$ cat config.mk
export PLATFORM = sky130hd
export DESIGN_NAME = length_prefixed_frame_parser
export DESIGN_NICKNAME = d
export VERILOG_FILES = /design/src/design/lfp_pkg.sv /design/src/design/length_prefixed_frame_parser.sv /design/src/design/lfp_front.sv /design/src/design/lfp_queue.sv
export SDC_FILE = /design/constraint.sdc
export NUM_CORES = 1
export LEC_CHECK = 0
export BUFFER_PORTS_ARGS = -buffer_cell sky130_fd_sc_hd__buf_4
export CAP_MARGIN = 20
export CORE_MARGIN = 1
export CORE_UTILIZATION = 25
export DETAILED_ROUTE_END_ITERATION = 12
export RECOVER_POWER = 100
export SLEW_MARGIN = 30
export SYNTH_ARGS = -nofsm -noshare
export SYNTH_HDL_FRONTEND = slang
export SYNTH_HIERARCHICAL = 1
export SYNTH_SLANG_ARGS = --single-unit
$ cat constraint.sdc
create_clock -name clk -period 6.6 [get_ports clk]
set_input_delay 1.98 -clock clk [delete_from_list [all_inputs] [get_ports clk]]
set_output_delay 1.98 -clock clk [all_outputs]
set_load 0.05 [all_outputs]
$ cat src/design/lfp_pkg.sv
package lfp_pkg;

	// Fixed header layout: meta length, body length, magic, version.
	localparam int HEADER_BYTES = 12;

	localparam int CFG_IDX_W  = 2;
	localparam int CFG_DATA_W = 32;

	localparam logic [CFG_IDX_W-1:0] CFG_MAGIC    = 2'd0;
	localparam logic [CFG_IDX_W-1:0] CFG_VERSION  = 2'd1;
	localparam logic [CFG_IDX_W-1:0] CFG_MAX_META = 2'd2;
	localparam logic [CFG_IDX_W-1:0] CFG_MAX_BODY = 2'd3;

	localparam logic [1:0] KIND_META  = 2'd0;
	localparam logic [1:0] KIND_BODY  = 2'd1;
	localparam logic [1:0] KIND_EMPTY = 2'd2;
	localparam logic [1:0] KIND_ERROR = 2'd3;

	localparam int QUEUE_DEPTH = 4;

	typedef struct packed {
		logic [1:0] kind;
		logic [7:0] data;
		logic       section_last;
		logic       frame_last;
	} res_t;

	// Front to queue: one result per accepted item, when push is set.
	typedef struct packed {
		logic push;
		res_t res;
	} push_t;

endpackage

$ cat src/design/length_prefixed_frame_parser.sv
// Channel   Direction  Handshake           Payload
// input     in         in_valid/in_stall   in_byte
// result    out        out_valid/out_stall out_kind, out_byte, section_last, frame_last
// config    in         cfg_we              cfg_index, cfg_data
//
// One byte is taken per clock while in_stall is low; each byte leaves at
// most one result, which is written into the result queue and leaves from there.
// The front section counts header and section bytes and does the header
// checks in the cycle of the last header byte; a small result queue
// (QUEUE_DEPTH entries) parts it from the output side.
// in_stall rises only when the queue is full, i.e. after out_stall has
// held back QUEUE_DEPTH results; bytes that make no result still need a
// free queue slot to be taken.
// Reset clears the queue, returns to header collection and loads the
// register defaults; a protocol error holds the block dropping bytes
// until the next reset.
module length_prefixed_frame_parser #(
	parameter int QUEUE_DEPTH = lfp_pkg::QUEUE_DEPTH
) (
	input  logic                            clk,
	input  logic                            arst_n,
	input  logic                            in_valid,
	output logic                            in_stall,
	input  logic [7:0]                      in_byte,
	output logic                            out_valid,
	input  logic                            out_stall,
	output logic [1:0]                      out_kind,
	output logic [7:0]                      out_byte,
	output logic                            section_last,
	output logic                            frame_last,
	input  logic                            cfg_we,
	input  logic [lfp_pkg::CFG_IDX_W-1:0]   cfg_index,
	input  logic [lfp_pkg::CFG_DATA_W-1:0]  cfg_data
);

	lfp_pkg::push_t push;
	lfp_pkg::res_t  head;
	logic           full;

	// Front: header collection, checks, section counting, result tagging.
	lfp_front u_front (
		.clk       (clk),
		.arst_n    (arst_n),
		.in_valid  (in_valid),
		.full      (full),
		.in_byte   (in_byte),
		.cfg_we    (cfg_we),
		.cfg_index (cfg_index),
		.cfg_data  (cfg_data),
		.push_o    (push)
	);

	// Back: result queue that absorbs output stalls.
	lfp_queue #(
		.DEPTH (QUEUE_DEPTH)
	) u_queue (
		.clk       (clk),
		.arst_n    (arst_n),
		.push_i    (push),
		.full      (full),
		.out_valid (out_valid),
		.out_stall (out_stall),
		.head      (head)
	);

	// Hold input while no queue slot is free.
	assign in_stall     = full;
	assign out_kind     = head.kind;
	assign out_byte     = head.data;
	assign section_last = head.section_last;
	assign frame_last   = head.frame_last;

endmodule

$ cat src/design/lfp_front.sv
module lfp_front (
	input  logic                            clk,
	input  logic                            arst_n,
	input  logic                            in_valid,
	input  logic                            full,
	input  logic [7:0]                      in_byte,
	input  logic                            cfg_we,
	input  logic [lfp_pkg::CFG_IDX_W-1:0]   cfg_index,
	input  logic [lfp_pkg::CFG_DATA_W-1:0]  cfg_data,
	output lfp_pkg::push_t                  push_o
);

	localparam logic [1:0] PH_HEADER = 2'd0;
	localparam logic [1:0] PH_META   = 2'd1;
	localparam logic [1:0] PH_BODY   = 2'd2;
	localparam logic [1:0] PH_ERROR  = 2'd3;

	localparam logic [3:0] HDR_LAST = 4'(lfp_pkg::HEADER_BYTES - 1);

	logic [15:0] exp_magic_q;
	logic [15:0] exp_version_q;
	logic [31:0] max_meta_q;
	logic [31:0] max_body_q;

	logic [1:0]  phase_q, phase_d;
	logic [3:0]  hdr_cnt_q, hdr_cnt_d;
	logic [31:0] meta_len_q, meta_len_d;
	logic [31:0] body_len_q, body_len_d;
	logic [15:0] magic_q, magic_d;
	logic [15:0] version_q, version_d;
	logic [31:0] left_q, left_d;

	logic           accept;
	logic           last;
	logic           bad;
	logic [15:0]    version_full;
	lfp_pkg::push_t push_d;

	assign accept       = in_valid && !full;
	assign version_full = {version_q[7:0], in_byte};
	assign last         = (left_q == 32'd1);
	assign bad          = (magic_q != exp_magic_q) || (version_full != exp_version_q) ||
	                      (meta_len_q > max_meta_q) || (body_len_q > max_body_q);

	always_comb begin
		phase_d    = phase_q;
		hdr_cnt_d  = hdr_cnt_q;
		meta_len_d = meta_len_q;
		body_len_d = body_len_q;
		magic_d    = magic_q;
		version_d  = version_q;
		left_d     = left_q;
		push_d     = '0;
		unique case (phase_q)
			PH_HEADER: begin
				if (hdr_cnt_q < 4'd4) begin
					meta_len_d = {meta_len_q[23:0], in_byte};
				end else if (hdr_cnt_q < 4'd8) begin
					body_len_d = {body_len_q[23:0], in_byte};
				end else if (hdr_cnt_q < 4'd10) begin
					magic_d = {magic_q[7:0], in_byte};
				end else begin
					version_d = version_full;
				end
				if (hdr_cnt_q != HDR_LAST) begin
					hdr_cnt_d = hdr_cnt_q + 4'd1;
				end else begin
					hdr_cnt_d = 4'd0;
					if (bad) begin
						phase_d                 = PH_ERROR;
						push_d.push             = 1'b1;
						push_d.res.kind         = lfp_pkg::KIND_ERROR;
						push_d.res.frame_last   = 1'b1;
					end else if (meta_len_q == 32'd0 && body_len_q == 32'd0) begin
						push_d.push             = 1'b1;
						push_d.res.kind         = lfp_pkg::KIND_EMPTY;
						push_d.res.frame_last   = 1'b1;
					end else if (meta_len_q != 32'd0) begin
						phase_d = PH_META;
						left_d  = meta_len_q;
					end else begin
						phase_d = PH_BODY;
						left_d  = body_len_q;
					end
				end
			end
			PH_META: begin
				push_d.push             = 1'b1;
				push_d.res.kind         = lfp_pkg::KIND_META;
				push_d.res.data         = in_byte;
				push_d.res.section_last = last;
				push_d.res.frame_last   = last && (body_len_q == 32'd0);
				left_d                  = left_q - 32'd1;
				if (last) begin
					if (body_len_q != 32'd0) begin
						phase_d = PH_BODY;
						left_d  = body_len_q;
					end else begin
						phase_d = PH_HEADER;
					end
				end
			end
			PH_BODY: begin
				push_d.push             = 1'b1;
				push_d.res.kind         = lfp_pkg::KIND_BODY;
				push_d.res.data         = in_byte;
				push_d.res.section_last = last;
				push_d.res.frame_last   = last;
				left_d                  = left_q - 32'd1;
				if (last) begin
					phase_d = PH_HEADER;
				end
			end
			PH_ERROR: begin
				// drop everything until reset
			end
			default: begin
			end
		endcase
		if (!accept) begin
			push_d.push = 1'b0;
		end
	end

	assign push_o = push_d;

	always_ff @(posedge clk or negedge arst_n) begin
		if (!arst_n) begin
			phase_q   <= PH_HEADER;
			hdr_cnt_q <= 4'd0;
		end else if (accept) begin
			phase_q   <= phase_d;
			hdr_cnt_q <= hdr_cnt_d;
		end
	end

	always_ff @(posedge clk) begin
		if (accept) begin
			meta_len_q <= meta_len_d;
			body_len_q <= body_len_d;
			magic_q    <= magic_d;
			version_q  <= version_d;
			left_q     <= left_d;
		end
	end

	always_ff @(posedge clk or negedge arst_n) begin
		if (!arst_n) begin
			exp_magic_q   <= 16'd0;
			exp_version_q <= 16'd0;
			max_meta_q    <= 32'hFFFF_FFFF;
			max_body_q    <= 32'hFFFF_FFFF;
		end else if (cfg_we) begin
			unique case (cfg_index)
				lfp_pkg::CFG_MAGIC:    exp_magic_q   <= cfg_data[15:0];
				lfp_pkg::CFG_VERSION:  exp_version_q <= cfg_data[15:0];
				lfp_pkg::CFG_MAX_META: max_meta_q    <= cfg_data;
				lfp_pkg::CFG_MAX_BODY: max_body_q    <= cfg_data;
				default: begin
				end
			endcase
		end
	end

	a_error_no_push: assert property (@(posedge clk) disable iff (!arst_n)
		(phase_q == PH_ERROR) |-> !push_d.push)
		else $error("push while in error phase");

	a_error_sticky: assert property (@(posedge clk) disable iff (!arst_n)
		(push_d.push && push_d.res.kind == lfp_pkg::KIND_ERROR) |=> (phase_q == PH_ERROR))
		else $error("error result without entering error phase");

	a_section_live: assert property (@(posedge clk) disable iff (!arst_n)
		(phase_q == PH_META || phase_q == PH_BODY) |-> (left_q != 32'd0))
		else $error("section active with no bytes left");

endmodule

$ cat src/design/lfp_queue.sv
module lfp_queue #(
	parameter int DEPTH = lfp_pkg::QUEUE_DEPTH
) (
	input  logic           clk,
	input  logic           arst_n,
	input  lfp_pkg::push_t push_i,
	output logic           full,
	output logic           out_valid,
	input  logic           out_stall,
	output lfp_pkg::res_t  head
);

	localparam int AW = (DEPTH > 1) ? $clog2(DEPTH) : 1;
	localparam logic [AW-1:0] LAST_PTR = AW'(DEPTH - 1);
	localparam logic [AW:0]   DEPTH_C  = (AW + 1)'(DEPTH);

	lfp_pkg::res_t entries_q [DEPTH];
	logic [AW-1:0] wr_ptr_q;
	logic [AW-1:0] rd_ptr_q;
	logic [AW:0]   count_q;
	logic          push;
	logic          pop;

	assign full      = (count_q == DEPTH_C);
	assign out_valid = (count_q != '0);
	assign push      = push_i.push;
	assign pop       = out_valid && !out_stall;
	assign head      = entries_q[rd_ptr_q];

	always_ff @(posedge clk) begin
		if (push) begin
			entries_q[wr_ptr_q] <= push_i.res;
		end
	end

	always_ff @(posedge clk or negedge arst_n) begin
		if (!arst_n) begin
			wr_ptr_q <= '0;
			rd_ptr_q <= '0;
			count_q  <= '0;
		end else begin
			if (push) begin
				wr_ptr_q <= (wr_ptr_q == LAST_PTR) ? '0 : wr_ptr_q + 1'b1;
			end
			if (pop) begin
				rd_ptr_q <= (rd_ptr_q == LAST_PTR) ? '0 : rd_ptr_q + 1'b1;
			end
			unique case ({push, pop})
				2'b10:   count_q <= count_q + 1'b1;
				2'b01:   count_q <= count_q - 1'b1;
				default: count_q <= count_q;
			endcase
		end
	end

	a_no_overflow: assert property (@(posedge clk) disable iff (!arst_n)
		!(push && full))
		else $error("push into full queue");

	a_count_bound: assert property (@(posedge clk) disable iff (!arst_n)
		count_q <= DEPTH_C)
		else $error("queue count beyond depth");

	a_swap_steady: assert property (@(posedge clk) disable iff (!arst_n)
		(push && pop) |=> (count_q == $past(count_q)))
		else $error("count moved on simultaneous push and pop");

endmodule

* Word level (Yosys, flattened, before mapping) *
Memories as Yosys holds them, arrays and structs flattened.
Cells that the tools add are included.

storage, ports and cells
  register bits after elaboration = 229
  bits in writable memories = 48
  output and inout bits = 14
  memories kept = 1

memories
  memory             depth  width  read ports  clocked after Yosys merged registers in  write ports  RTL line         text
  u_queue.entries_q  4      12     1           0                                        1            lfp_queue.sv:17  lfp_pkg::res_t entries_q [DEPTH];

cells by class
  add/subtract/negate cells = 6
  order comparisons = 5
  equality and inequality tests = 20
  muxes and demuxes = 31
  bitwise logic cells = 3
  reduce and logical (&&, ||, !) cells = 30

operators with widths
  kind                   count
  $mux 32                6
  $pmux 32 s3            1
  $gt 32x32->1           2
  $logic_not 32->1       2
  $reduce_bool 32->1     2
  $eq 32x1->1 const B    1
  $ne 16x16->1           2
  $sub 32x1->32 const B  1
  $mux 2                 9
  $reduce_and 5->1       3
  $eq 2x2->1 const B     6
  $reduce_and 2->1       5
  $mux 3                 3
  $mux 9                 1
  $pmux 3 s3             1
  $lt 4x4->1 const B     2
  $eq 2x1->1 const B     3
  $mux 1                 6
  $ne 2x2->1 const B     3
  $pmux 2 s3             1
  $pmux 3 s2             1
  $reduce_and 6->1       1
  $reduce_bool 3->1      2
  $add 2x1->2 const B    2
  other kinds (19)       29

* Depth between registers and ports, before layout *
  depth in word-level cells = 10
  gate-level depth with buffers = 16

* Cells and area by module *
The synthesis kept the hierarchy.

by module, submodules not included
  module     instances  cells each  area each (um^2)  sequential area each (um^2)
  lfp_front  1          904         11380.9           6236.0
  lfp_queue  1          102         2175.8            1616.6

* Worst setup path after synthesis *
No wires, ideal clock.

  path kind = input port to flip-flop
  start point = in in_valid
  end point = reg u_front.body_len_q[0], enable pin
  library setup time = 0.461 ns
  data arrival time = 4.664 ns
  required time = 6.139 ns
  slack = 1.475 ns
  cell stages on the path = 3
  path buffers = 0
  cells stage by stage = nor2b_1 -> nand2_1 -> nor3_1

between the ends
  longest elaborated chain between the ends = 2

ends and longest elaborated chain
  item                               RTL line                            text
  start: declaration                 length_prefixed_frame_parser.sv:22  input logic in_valid,
  $logic_and 1x1->1                  lfp_front.sv:39                     assign accept = in_valid && !full;
  $reduce_and 4->1 (no source line)  --
  end signal: assignment             lfp_front.sv:140                    body_len_q <= body_len_d;
  end: declaration                   lfp_front.sv:28                     logic [31:0] body_len_q, body_len_d;

No other way between the ends.
A chain may end at the register's enable or synchronous reset.

* Final worst setup path *
  start point = in in_byte[5]
  end point = reg u_front.left_q[16], enable pin

between the ends
  longest elaborated chain between the ends = 6

ends and longest elaborated chain
  item                               RTL line                            text
  start: declaration                 length_prefixed_frame_parser.sv:24  input logic [7:0] in_byte,
  $ne 16x16->1                       lfp_front.sv:42                     assign bad = (magic_q != exp_magic_q) || (version_full != exp_version_q) ||
  $logic_or 1x1->1 (2 in series)     lfp_front.sv:42
  $logic_or 1x1->1                   lfp_front.sv:43                     (meta_len_q > max_meta_q) || (body_len_q > max_body_q);
  $ne 2x2->1 (no source line)        --
  $reduce_and 5->1 (no source line)  --
  end signal: assignment             lfp_front.sv:143                    left_q <= left_d;
  end: declaration                   lfp_front.sv:31                     logic [31:0] left_q, left_d;

No other way between the ends.

==> key figures <==
Power
  • Maximum VDD drop: 0.244 mV
  • Clk network pwr share: 39.6%
  • Leak pwr: 5.69 nW
  • Sw Share: 24.2%
  • Sequential share of power: 48.5%
  • Logic pwr share: 11.9%
  • Pwr Density: 281 nW/um^2
  • Psw: 1.06 mW
  • Internal power: 3.32 mW

Floorplanning
  • Floorplan die height: 235 um
  • Die Area: 55,200 sq um
  • Starting Density: 25.5%
  • Die span in x: 235 um
  • I/O pin cnt: 61
  • Rows: 84
  • Total core area: 53,100 sq um

Hold path
  • Min-delay src: u_front/magic_q[5]
  • Hold Path Sink: u_front/magic_q[13]
  • Worst hold stages: 0
  • HP Class: reg -> reg

Clocking
  • H-tree levels: 1
  • Post-CTS Setup Inserts: 0
  • PostCTS Resize Cnt: 0
  • CTS Buffer Depth: 3
  • Sinks on Clock Net: 277
  • CTS tree: built
  • Clk_lat worst skew: 0.57 ns
  • Root buf cell: clkbuf_16
  • CTS clk-pin slew, worst paths: 0.06 ns
  • Hold Buf Count CTS: 0
  • CTS Buf Count: 30

Timing
  • Worst Tran Pin Value: 3.55 ns
  • Max frequency: 185 MHz
  • Setup Total Neg Slack: 0 ns
  • Clock skew: 0.0232 ns
  • Period utilisation layout: 81.8%
  • Final Setup Violations: 0
  • Max-slew headroom: -137%
  • Slew Viols, Final: 279
  • Worst setup margin: 1.20 ns
  • Unrepaired setup endpoints after global routing: no
  • Final hold vios: 0
  • Final min period: 5.40 ns

Setup path
  • Reg2reg path depth: 10
  • Crit Path Max Fanout: 32
  • WP buf/inv: 2
  • Critical path, cell by cell: clkbuf_1 -> xnor2_1 -> nand4_1 -> nor4_1 -> nand2_1 -> nor4_1 -> nand3_1 -> a21oi_2 -> clkbuf_1
  • Crit path capture type: register
  • Crit path kind: in -> reg
  • Reg2Reg Launch Point: u_front/max_body_q[15]
  • CP peak stage delay: 1.44 ns
  • Critical Path Start Type: input port
  • CP max stage cell: clkbuf_1
  • Required time worst endpoint: 6.75 ns
  • CP delay by family, top: buffers and inverters
  • WP depth: 9
  • Reg-to-reg slack, setup: 1.37 ns
  • Worst r2r dst: u_front/left_q[16]
  • WP data arrival: 5.55 ns

Cells and area
  • Final Util: 29.3%
  • Final nets: 1,204
  • Share of layout cells above drive strength 1: 24.3%
  • Reg area: 7850 sq um
  • Most frequent cells in the layout: edfxtp_1, mux2_2, a21oi_1
  • Filler cells: 5,351
  • Multi-input gate area: 5100 sq um
  • Most common cell after layout, fill and taps aside: edfxtp_1
  • N_diodes: 0
  • Area growth syn-to-layout: 14.9%

Route
  • Detailed Route Iter0 Violations: 695
  • Routed wl met3: 1500 um
  • Top Metal Used: met4
  • Total Wirelength: 34,000 um
  • Wire per inst: 19.0 um
  • Detailed-route via count: 8,585
  • Routed met2 length: 17,000 um
  • Pre-antenna DRT Iters: 5
  • DRT met1 WL: 14,500 um
  • Vias per cell: 4.79
  • Remaining routing DRC violations: 0
  • Detail Route Antenna Nets: 0

Global routing
  • Tot GR Track Use: 12.2%
  • Largest net degree at the start of global routing: 65
  • First-pass GRT wire length: 52,900 um
  • Initial antenna violation count: 0
  • Global route overflow: 0
  • Vias in the first global route: 8,819

Synth
  • Async SR Flop Fraction: 39.4%
  • Main synth FF type: edfxtp_1
  • Synth Cell Area: 13,600 sq um
  • Synth cell types: 66
  • Mapped Nets: 1,131
  • Sequential fraction of the synthesis area: 57.9%
  • Post-synthesis average cell area: 13.5 sq um
  • Yosys warns: 6
  • Mapped Cells: 1,006
  • #FFs+latches synth: 277
  • Post-synth EDFFs: 168

Status
  • Status: finished, violations left
  • Failing checks: capacitance limit, slew limit

Job
  • Max-Cap Viols: 8

Place
  • Number of port buffers: 60
  • Post-placement setup slack: 1.62 ns
  • Final Wtd Congestion: 0.840
  • HPWL after DPL: 24,400 um
==> metal layers <==
layer	up-vias	global-route usage, %
met5	-	0
met4	0	4.03
met3	58	1.30
met2	239	21.4
met1	4355	15.7
li1	3933	-
==> worst max path at each step <==
| stage | start | slack (ns) | endpoint |
|---|---|---|---|
| after detailed placement | in_byte[5] | 1.62 | u_queue/count_q[2] |
| after global routing | in_byte[5] | 0.94 | u_front/left_q[22] |
| after global placement | in_byte[4] | 1.71 | u_queue/count_q[2] |
| after CTS | u_queue/rd_ptr_q[0] | 2.20 | frame_last |
| final | in_byte[5] | 1.20 | u_front/left_q[16] |
| after floorplan | in_valid | 1.48 | u_front/body_len_q[0] |
==> state kept, by name (all words and copies together), names as in the netlist, 3 cells and up <==
| name | count |
|---|---|
| u_front/exp_version_q | 16 |
| u_front/max_meta_q | 32 |
| u_front/max_body_q | 32 |
| u_front/meta_len_q | 32 |
| u_front/body_len_q | 32 |
| u_front/magic_q | 16 |
| u_queue/count_q | 3 |
| u_front/hdr_cnt_q | 4 |
| u_front/left_q | 32 |
| u_queue/entries_q | 48 |
| u_front/version_q | 8 |
| u_front/exp_magic_q | 16 |
==> worst register-to-register path: cells and delay by family, from the launching register on <==
| kind | cells | cell delay (ns) |
|---|---|---|
| buf+inv | 2 | 1.48 |
| simple gates | 4 | 1.91 |
| compound gates | 3 | 0.54 |
| fa+ha+maj | 1 | 0.31 |
| flops | 1 | 0.53 |
==> cell type report <==
class | instances | area share, %
multi-input cells | 620 | 32.8
inverters | 79 | 1.90
clock buffers | 45 | 5.91
well taps | 688 | 5.53
repair buffers | 71 | 2.68
clock inverters | 11 | 0.771
flip-flops and latches | 277 | 50.4
==> cells in the mapped netlist, drive strengths merged (7+ instances only) <==
cell	number	area [sq um]
edfxtp	168	5040
mux2	101	1140
a21oi	83	415
inv	78	293
ha	77	963
dfstp	64	1680
dfrtp	45	1130
xnor2	39	342
nor2	33	124
nor4	32	215
nand4	30	194
nand2	28	105
a221oi	24	335
xor2	22	193
nand3	20	100
o21ai	19	95.1
clkbuf	17	63.8
and2	14	87.6
buf	13	91.3
mux4	12	270
nor3	12	71.3
a21o	11	82.6
nor2b	7	51.3
==> metrics by stage <==
step / power (mW) / hold WS, ns / cell area, sq um / instances
6_report: 4.38 / 0.474 / 15600 / 1791
5_1_grt: 4.57 / 0.490 / 15600 / 1791
2_1_floorplan: 2.53 / 0.449 / 13600 / 1006
4_1_cts: 4.44 / 0.476 / 15900 / 1791
3_3_place_gp: 2.68 / 0.457 / 14800 / 1735
3_5_place_dp: 2.70 / 0.466 / 14800 / 1735
==> cells by family (layout without fill, tap and decap cells) <==
logic type	Yosys count	count (layout)	share of synthesized area, %
AOI/OAI and AO/OA	170	170	8.82
xor gates and xnor gates	61	61	3.94
DFF	277	277	57.9
adders and majority gates	78	78	7.25
and+or+nand+nor	197	197	8.21
buffers and inverters	109	206	3.33
muxes	114	114	10.5
==> power groups by stage <==
stage / clock network [mW] / logic, mW / registers, mW
finish: 1.74 / 0.520 / 2.12
global route: 1.83 / 0.588 / 2.15
CTS: 1.77 / 0.542 / 2.13
detailed placement: 0 / 0.538 / 2.16
global placement: 0 / 0.518 / 2.16
floorplan: 0 / 0.429 / 2.10
(Power assumes the default switching activity.)
